===== config.mk =====
export PLATFORM = sky130hd
export DESIGN_NAME = heartbeat_envelope_generator_core
export DESIGN_NICKNAME = d
export VERILOG_FILES = /design/src/design/hbenv_pkg.sv /design/src/design/heartbeat_envelope_generator_core.sv
export SDC_FILE = /design/constraint.sdc
export NUM_CORES = 1
export LEC_CHECK = 0
export BUFFER_PORTS_ARGS = -buffer_cell sky130_fd_sc_hd__buf_2
export CAP_MARGIN = 20
export CORE_MARGIN = 2
export CORE_UTILIZATION = 47
export CTS_CLUSTER_SIZE = 28
export DETAILED_ROUTE_END_ITERATION = 10
export SLEW_MARGIN = 20
export SYNTH_ARGS = -nofsm -noshare
export SYNTH_HDL_FRONTEND = slang
export SYNTH_SLANG_ARGS = --single-unit

===== constraint.sdc =====
create_clock -name clk -period 5.4 [get_ports clk]
set_clock_uncertainty 0.1 [all_clocks]
set_input_delay 0.27 -clock clk [delete_from_list [all_inputs] [get_ports clk]]
set_output_delay 0.27 -clock clk [all_outputs]
set_load 0.01 [all_outputs]

===== src/design/hbenv_pkg.sv =====
// Package for the heartbeat envelope generator: types, field widths,
// register indexes and register reset values shared by the design.
// No dependencies.
package hbenv_pkg;

  // Field widths of the keyframe registers and of the result.
  localparam int FRAME_W  = 24;
  localparam int LEVEL_W  = 8;
  localparam int DUR_W    = 16;
  localparam int PERIOD_W = 16;
  localparam int PHASE_W  = 3;
  localparam int PROD_W   = DUR_W + LEVEL_W;
  localparam int CFG_IDX_W = 3;

  // Phase code shown while resting between beats or while disabled.
  localparam logic [PHASE_W-1:0] REST_PHASE = 3'd4;

  // Configuration register indexes.
  localparam logic [CFG_IDX_W-1:0] CFG_STEP0  = 3'd0;
  localparam logic [CFG_IDX_W-1:0] CFG_STEP1  = 3'd1;
  localparam logic [CFG_IDX_W-1:0] CFG_STEP2  = 3'd2;
  localparam logic [CFG_IDX_W-1:0] CFG_STEP3  = 3'd3;
  localparam logic [CFG_IDX_W-1:0] CFG_PERIOD = 3'd4;

  // Register reset values.
  localparam logic [FRAME_W-1:0]  STEP0_RESET  = 24'hFF0064;
  localparam logic [FRAME_W-1:0]  STEP1_RESET  = 24'h000050;
  localparam logic [FRAME_W-1:0]  STEP2_RESET  = 24'hC80050;
  localparam logic [FRAME_W-1:0]  STEP3_RESET  = 24'h000096;
  localparam logic [PERIOD_W-1:0] PERIOD_RESET = 16'd1000;

  // Sequencer states.
  typedef enum logic [5:0] {
    ST_IDLE = 6'b000001,
    ST_SKIP = 6'b000010,
    ST_MUL  = 6'b000100,
    ST_DIV  = 6'b001000,
    ST_FIN  = 6'b010000,
    ST_OUT  = 6'b100000
  } hbenv_state_t;

endpackage


===== src/design/heartbeat_envelope_generator_core.sv =====
// Heartbeat envelope generator: keyframe sequencer with a bit-serial
// multiplier and a bit-serial divider for the linear interpolation.
// Depends on hbenv_pkg.
//
// Timing: an enable item, or an update while disabled, goes straight to the output
// step and raises m_tvalid once the output register is loaded; an update that
// interpolates skips elapsed keyframes at one per cycle, sets up, multiplies and
// divides at one bit per cycle, finishes and then loads the output register;
// a resting update skips the remaining keyframes and then loads the output register.
// Throughput: one item at a time; the next transfer is taken once the sequencer is
// back in idle, after the previous result has entered the output register.
// A result held by the receiver stalls the sequencer at its output step.
// Synchronous reset clears the sequencer, envelope and output state, sets the
// keyframe and period registers to their defaults, and needs no sweep.
module heartbeat_envelope_generator_core #(
  parameter int NUM_KEYFRAMES = 4,
  parameter int TIME_BITS     = 32
) (
  input  logic                              clk,
  input  logic                              rst,
  // Input stream.
  input  logic                              s_tvalid,
  output logic                              s_tready,
  input  logic [39:0]                       s_tdata,   // now_ms[31:0], enable_request
  input  logic                              s_tuser,   // kind
  // Result stream.
  output logic                              m_tvalid,
  input  logic                              m_tready,
  output logic [15:0]                       m_tdata,   // brightness[7:0], phase[2:0]
  output logic                              m_tuser,   // driven
  // Configuration write port.
  input  logic                              cfg_we,
  input  logic [hbenv_pkg::CFG_IDX_W-1:0]   cfg_addr,
  input  logic [hbenv_pkg::FRAME_W-1:0]     cfg_wdata
);

  import hbenv_pkg::*;

  localparam logic [PHASE_W-1:0] LAST_PHASE = PHASE_W'(NUM_KEYFRAMES);

  hbenv_state_t state;

  // Configuration registers.
  logic [FRAME_W-1:0]   step_frame [4];
  logic [PERIOD_W-1:0]  beat_interval;

  // Envelope state.
  logic                 enabled;
  logic                 beat_running;
  logic [PHASE_W-1:0]   step_index;
  logic [TIME_BITS-1:0] step_start_time;
  logic [TIME_BITS-1:0] beat_start_time;
  logic [LEVEL_W-1:0]   start_level;
  logic [LEVEL_W-1:0]   shown_level;
  logic                 res_driven;
  logic [2:0]           bit_cnt;

  // Output register.
  logic [LEVEL_W-1:0]   out_level;
  logic [PHASE_W-1:0]   out_phase;
  logic                 out_driven;

  // Working registers of the serial arithmetic.
  logic [TIME_BITS-1:0] now_time;
  logic                 slope_up;
  logic [PROD_W-1:0]    acc;
  logic [PROD_W-1:0]    mcand;
  logic [LEVEL_W-1:0]   mplier;
  logic [DUR_W-1:0]     rem;
  logic [LEVEL_W-1:0]   quo;

  // Combinational views.
  logic [FRAME_W-1:0]   sel_frame;
  logic [LEVEL_W-1:0]   sel_level;
  logic [DUR_W-1:0]     sel_dur;
  logic [TIME_BITS-1:0] step_elapsed;
  logic [TIME_BITS-1:0] beat_elapsed;
  logic                 in_frames;
  logic [DUR_W:0]       div_cand;
  logic                 div_fit;
  logic [LEVEL_W-1:0]   quo_ceil;
  logic                 accept;
  logic                 out_free;

  assign accept   = s_tvalid && s_tready;
  assign s_tready = (state == ST_IDLE);
  assign out_free = !m_tvalid || m_tready;

  // Current keyframe and time differences.
  always_comb begin
    sel_frame    = step_frame[step_index[1:0]];
    sel_level    = sel_frame[FRAME_W-1:DUR_W];
    sel_dur      = sel_frame[DUR_W-1:0];
    step_elapsed = now_time - step_start_time;
    beat_elapsed = now_time - beat_start_time;
    in_frames    = (step_index < LAST_PHASE);
  end

  // One restoring division step: bring down the next numerator bit.
  always_comb begin
    div_cand = {rem, quo[LEVEL_W-1]};
    div_fit  = (div_cand >= {1'b0, sel_dur});
    quo_ceil = quo + LEVEL_W'(rem != '0);
  end

  // Configuration registers.
  always_ff @(posedge clk) begin
    if (rst) begin
      step_frame[0]  <= STEP0_RESET;
      step_frame[1]  <= STEP1_RESET;
      step_frame[2]  <= STEP2_RESET;
      step_frame[3]  <= STEP3_RESET;
      beat_interval  <= PERIOD_RESET;
    end else if (cfg_we) begin
      case (cfg_addr)
        CFG_STEP0:  step_frame[0]  <= cfg_wdata;
        CFG_STEP1:  step_frame[1]  <= cfg_wdata;
        CFG_STEP2:  step_frame[2]  <= cfg_wdata;
        CFG_STEP3:  step_frame[3]  <= cfg_wdata;
        CFG_PERIOD: beat_interval  <= cfg_wdata[PERIOD_W-1:0];
        default: ;
      endcase
    end
  end

  // Sequencer and envelope state.
  always_ff @(posedge clk) begin
    if (rst) begin
      state           <= ST_IDLE;
      enabled         <= 1'b0;
      beat_running    <= 1'b0;
      step_index      <= REST_PHASE;
      step_start_time <= '0;
      beat_start_time <= '0;
      start_level     <= '0;
      shown_level     <= '0;
      res_driven      <= 1'b0;
      bit_cnt         <= '0;
    end else begin
      case (state)
        ST_IDLE: begin
          if (accept) begin
            if (s_tuser) begin
              // Enable change; only a disable marks the result as driven.
              state <= ST_OUT;
              if (s_tdata[32] != enabled) begin
                enabled <= s_tdata[32];
              end
              if (enabled && !s_tdata[32]) begin
                shown_level  <= '0;
                step_index   <= REST_PHASE;
                beat_running <= 1'b0;
                res_driven   <= 1'b1;
              end else begin
                res_driven <= 1'b0;
              end
            end else if (enabled) begin
              // Update: open a new beat if none is running.
              if (!beat_running) begin
                beat_running    <= 1'b1;
                beat_start_time <= s_tdata[TIME_BITS-1:0];
                step_start_time <= s_tdata[TIME_BITS-1:0];
                step_index      <= '0;
                start_level     <= '0;
              end
              res_driven <= 1'b0;
              state      <= ST_SKIP;
            end else begin
              // Update while disabled leaves the envelope state as it is.
              res_driven <= 1'b0;
              state      <= ST_OUT;
            end
          end
        end
        ST_SKIP: begin
          // Skip one elapsed keyframe per cycle, start the interpolation, or rest after the last keyframe.
          if (in_frames) begin
            if (step_elapsed < TIME_BITS'(sel_dur)) begin
              bit_cnt <= '0;
              state   <= ST_MUL;
            end else begin
              start_level     <= sel_level;
              step_start_time <= step_start_time + TIME_BITS'(sel_dur);
              step_index      <= step_index + 1'b1;
            end
          end else begin
            step_index  <= REST_PHASE;
            shown_level <= '0;
            res_driven  <= 1'b1;
            if (beat_elapsed >= TIME_BITS'(beat_interval)) begin
              beat_running <= 1'b0;
            end
            state <= ST_OUT;
          end
        end
        ST_MUL: begin
          // The counter wraps back to zero on the last multiply cycle.
          bit_cnt <= bit_cnt + 1'b1;
          if (bit_cnt == 3'd7) begin
            state <= ST_DIV;
          end
        end
        ST_DIV: begin
          bit_cnt <= bit_cnt + 1'b1;
          if (bit_cnt == 3'd7) begin
            state <= ST_FIN;
          end
        end
        ST_FIN: begin
          // Both slopes round the level down: the fall is rounded up before subtracting.
          if (slope_up) begin
            shown_level <= start_level + quo;
          end else begin
            shown_level <= start_level - quo_ceil;
          end
          res_driven <= 1'b1;
          state      <= ST_OUT;
        end
        ST_OUT: begin
          if (out_free) begin
            state <= ST_IDLE;
          end
        end
        default: state <= ST_IDLE;
      endcase
    end
  end

  // Output register: loaded when the result is ready and the previous one has gone.
  always_ff @(posedge clk) begin
    if (rst) begin
      m_tvalid   <= 1'b0;
      out_level  <= '0;
      out_phase  <= REST_PHASE;
      out_driven <= 1'b0;
    end else if (state == ST_OUT && out_free) begin
      m_tvalid   <= 1'b1;
      out_level  <= shown_level;
      out_phase  <= step_index;
      out_driven <= res_driven;
    end else if (m_tready) begin
      m_tvalid <= 1'b0;
    end
  end

  // Serial datapath: shift-add multiply, then restoring divide.
  always_ff @(posedge clk) begin
    if (accept) begin
      now_time <= s_tdata[TIME_BITS-1:0];
    end
    case (state)
      ST_SKIP: begin
        // The product width covers the elapsed time, which is below the duration.
        slope_up <= (sel_level >= start_level);
        mplier   <= (sel_level >= start_level) ? (sel_level - start_level)
                                               : (start_level - sel_level);
        mcand    <= PROD_W'(step_elapsed[DUR_W-1:0]);
        acc      <= '0;
      end
      ST_MUL: begin
        if (mplier[0]) begin
          acc <= acc + mcand;
        end
        mcand  <= {mcand[PROD_W-2:0], 1'b0};
        mplier <= {1'b0, mplier[LEVEL_W-1:1]};
        // The upper part of the product is already below the duration.
        if (bit_cnt == 3'd7) begin
          rem <= mplier[0] ? (acc[PROD_W-1:LEVEL_W] + mcand[PROD_W-1:LEVEL_W]
                              + DUR_W'({1'b0, acc[LEVEL_W-1:0]} + {1'b0, mcand[LEVEL_W-1:0]}
                              >> LEVEL_W))
                           : acc[PROD_W-1:LEVEL_W];
          quo <= mplier[0] ? (acc[LEVEL_W-1:0] + mcand[LEVEL_W-1:0]) : acc[LEVEL_W-1:0];
        end
      end
      ST_DIV: begin
        if (div_fit) begin
          rem <= DUR_W'(div_cand - {1'b0, sel_dur});
        end else begin
          rem <= div_cand[DUR_W-1:0];
        end
        quo <= {quo[LEVEL_W-2:0], div_fit};
      end
      default: ;
    endcase
  end

  // Result fields from the output register.
  assign m_tdata = {5'b0, out_phase, out_level};
  assign m_tuser = out_driven;

  // While idle the phase is a real keyframe or the resting code.
  a_phase_idle: assert property (@(posedge clk) disable iff (rst)
    (state == ST_IDLE) |-> (step_index < LAST_PHASE || step_index == REST_PHASE))
    else $error("phase out of range while idle");

  // A disabled block has no beat running, shows zero and rests.
  a_disabled_quiet: assert property (@(posedge clk) disable iff (rst)
    (state == ST_IDLE && !enabled) |->
      (!beat_running && shown_level == '0 && step_index == REST_PHASE))
    else $error("disabled block holds beat state");

  // An accepted item always moves the sequencer out of idle.
  a_accept_busy: assert property (@(posedge clk) disable iff (rst)
    accept |=> (state == ST_SKIP || state == ST_OUT))
    else $error("accepted item not taken up");

  // The divider only ever runs on a keyframe with a non-zero duration.
  a_div_dur: assert property (@(posedge clk) disable iff (rst)
    (state == ST_DIV) |-> (sel_dur != '0 && in_frames))
    else $error("division on an empty keyframe");

  // A result waiting for the receiver holds steady.
  a_out_hold: assert property (@(posedge clk) disable iff (rst)
    (m_tvalid && !m_tready) |=> (m_tvalid && $stable(m_tdata) && $stable(m_tuser)))
    else $error("waiting result changed");

endmodule

==> impl_metrics.yaml <==
synthesis:
  syn_area_mm2: 0.02270
  synth_area_leaders: "edfxtp_1 (28%), dfxtp_1 (11%), ha_1 (10%)"
  syn_inst: 2476
  ys_ff_latch: 335
  synth-edff-count: 209
  synth_top_cell_by_area: "edfxtp_1"
  synth.top_cell.area_share_pct: 27.65
  synth_cell_types: 88
  synth_common_cells: "nand2_1 (273), a21oi_1 (213), edfxtp_1 (209)"
  synthFlopType: "edfxtp_1"
  synth-warning-count: 0
  async_flop_share_pct: 0
  synth.avg_cell_area_um2: 9.167
  ys_seq_area_share_pct: 38.76
  yosysMostFrequentCell: "nand2_1"
power_and_ir_drop:
  seqPwrFrac_pct: 41.8
  switching_share_pct: 27.64
  switchingPower_uw: 1897
  ir_drop_v: 0.0002799
  combPwrFrac_pct: 17.3
  p_int_uw: 4965
  clockPowerShare_pct: 40.9
  pwr_density_cell_mw_per_mm2: 262.4
  p_leak_uw: 0.01013
clock_tree:
  cts_tree: "done"
  cts.sinks: 335
  numCtsBuffers: 40
  clockBufferDepth: 3
  cts.clk_slew.worst_paths_ns: 0.06
  h-tree-depth: 2
  root_buffer: "clkbuf_16"
  clk_latency_ns: 0.57
timing:
  timing.hold.ws_ns: 0.1752
  relSlewSlack_pct: 27.92
  fmax_mhz: 191.0
  rsz0062_at_grt: "true"
  post-route-period-util_pct: 96.95
  hold_viol: 0
  fin_crit_ns: 5.235
  fin_ws_ns: 0.1646
  setup_viol: 0
  finalMaxSlewViolations: 0
  tightest_slew_ns: 1.078
die:
  num_rows: 80
  placeableCoreArea_mm2: 0.04775
  io_pins: 92
  die_y_um: 223.8
  initial_utilization_pct: 47.54
  fp.dieW_um: 223.8
  dieArea_mm2: 0.05007
setup_path:
  crit_path_max_fanout: 8
  cp_slowest_cell: "edfxtp_1"
  r2r_start: "now_time[0]"
  cp-end-kind: "register"
  path_common_cell: "nor2_1"
  cp_slowest_stage_delay_ns: 0.37
  timing.rr.end: "step_start_time[20]"
  start_kind: "register"
  arrival_ns: 5.57
  cp.required_ns: 5.73
  worstSetupPathType: "register to register"
  ff2ff_path_depth: 25
  r2r_slack_ns: 0.16
outcome:
  status: "complete, no violations"
min_path:
  min_path_cells: 3
  hold_start: "cfg_addr[0]"
  holdPathEnd: "step_frame[2][22]"
  worstHoldPathType: "input pin to register"
detailed_routing:
  wl_per_cell_um: 20.39
  drcViolationCount: 0
  wl_um: 66810
  avgViaCountPerCell: 5.864
  highest-signal-layer: "met5"
  firstDrtPassIters: 5
  wl_met3_um: 4605
  met2WireLength_um: 29880
  postRouteAntennaNets: 0
  vias: 19210
  drtIter0Drc: 1553
  wl_met1_um: 30190
job:
  cap_violations: 0
finish:
  drive_above_1_share_pct: 11.70
  layout.nets: 2898
  syn_to_final_growth_pct: 15.24
  fillCellCount: 4303
placed_design:
  dpl.hpwl_um: 49220
  post-place-ws_ns: 0.1091
  place.gp.congestion: 0.9037
  place.port_buffers: 79
global_routing:
  overflow: 0
  grt_pass1_vias: 18810
  grt_max_degree: 71
  grt.total_usage_pct: 26.38
  grt_pass1_wl_um: 103600
  antenna_found_initial: 2
registers in the layout (all words and copies together) (netlist names), 3 cells and up, named ones only:
name	count
step_index	3
state	6
step_frame	96
acc	24
beat_start_time	32
now_time	32
beat_interval	16
shown_level	8
out_phase	3
quo	8
out_level	8
mplier	8
mcand	24
rem	16
step_start_time	32
start_level	8
bit_cnt	3
cell usage in the layout, fill, tap and decap left out, drive strengths merged, types with 26 or more instances in the layout:
cell         instances
nor4                26
edfxtp             209
and2                99
nand2b              42
nand4               26
o21bai              28
nand3               40
a21oi              215
a211oi              58
dlygate4sd3         60
dfxtp              126
inv                183
nand2              273
xor2                36
a21o                34
nor2               179
mux2i               45
xnor2               68
o21ai              116
buf                153
clkbuf              52
ha                 186
nor3                58
power groups by stage:
stage | sequential, uW | combinational (uW) | clock, uW
2_1_floorplan | 2890 | 773 | 0
3_3_place_gp | 2920 | 1090 | 0
3_5_place_dp | 2920 | 1100 | 0
6_report | 2870 | 1190 | 2800
5_1_grt | 2870 | 1310 | 2930
4_1_cts | 2870 | 1140 | 2840
worst max-delay path by stage:
| stage | end | slack (ns) | startpoint | cells past startpoint |
|---|---|---|---|---|
| after floorplan | step_start_time[23] | 0.45 | register | 18 |
| after detailed placement | step_start_time[12] | 0.11 | now_time[0] | 24 |
| final | step_start_time[20] | 0.16 | now_time[0] | 25 |
| after global placement | step_start_time[23] | 0.17 | now_time[0] | 23 |
| after CTS | step_start_time[12] | 0.08 | now_time[0] | 24 |
| after global routing | step_start_time[20] | -0.10 | now_time[0] | 25 |
logic make-up (layout without fill, tap and decap cells):
group           count (synthesis)  in the layout  share of synthesized area [%]
buf+inv                       289            468                          5.049
other cells                     1              7                        0.01652
simple gates                  838            838                          17.95
mux                            74             74                          4.614
flops                         335            335                          38.76
xor+xnor                      104            104                          4.013
fa+ha+maj                     198            198                          11.31
compound gates                637            637                          18.28
worst max-delay path, delay by kind of cell (launching register included):
kind                     cells  cell delay [ns]
buffers and inverters        5             0.52
multiplexers                 1             0.20
flip-flops                   1             0.37
AND/OR/NAND/NOR              8             1.36
adder cells (fa/ha/maj)      3             0.80
XOR/XNOR                     1             0.17
AO/OA/AOI/OAI                7             1.55
layer usage:
| metal | global-route usage, % | vias to the layer above |
|---|---|---|
| met2 | 41.81 | 623 |
| met3 | 4.302 | 143 |
| li1 | - | 9265 |
| met1 | 36.79 | 9178 |
| met5 | 0 | - |
| met4 | 8.774 | 2 |
stage by stage:
| stage | std cells | power [uW] | utilization [%] | area [um^2] | setup TNS (ns) |
|---|---|---|---|---|---|
| CTS | 3263 | 6848 | 54.29 | 25920 | 0 |
| floorplan | 2480 | 3662 | - | 22710 | 0 |
| global route | 3275 | 7115 | 54.78 | 26150 | -1.278 |
| detailed placement | 3129 | 4019 | 50.23 | 23980 | 0 |
| global placement | 3129 | 4007 | 50.23 | 23980 | 0 |
| finish | 3276 | 6862 | 54.78 | 26160 | 0 |
final cells by class:
class | instances | area (um^2) | share of cell area [%]
Clock buffer | 52 | 1097 | 4.195
Inverter | 181 | 679.4 | 2.597
Clock inverter | 22 | 240.2 | 0.9184
Multi-Input combinational cell | 1856 | 12960 | 49.54
Antenna cell | 2 | 5.005 | 0.01913
Sequential cell | 335 | 8801 | 33.65
Timing Repair Buffer | 213 | 1607 | 6.142
Tap cell | 615 | 769.5 | 2.942
timing repair:
action	in CTS	in global routing
endpoints found under the hold margin	185	0
buffers inserted	0	11
endpoints found under the setup margin	0	53
hold buffers	60	0
gates resized for setup	0	37
(Power assumes the default switching activity.)
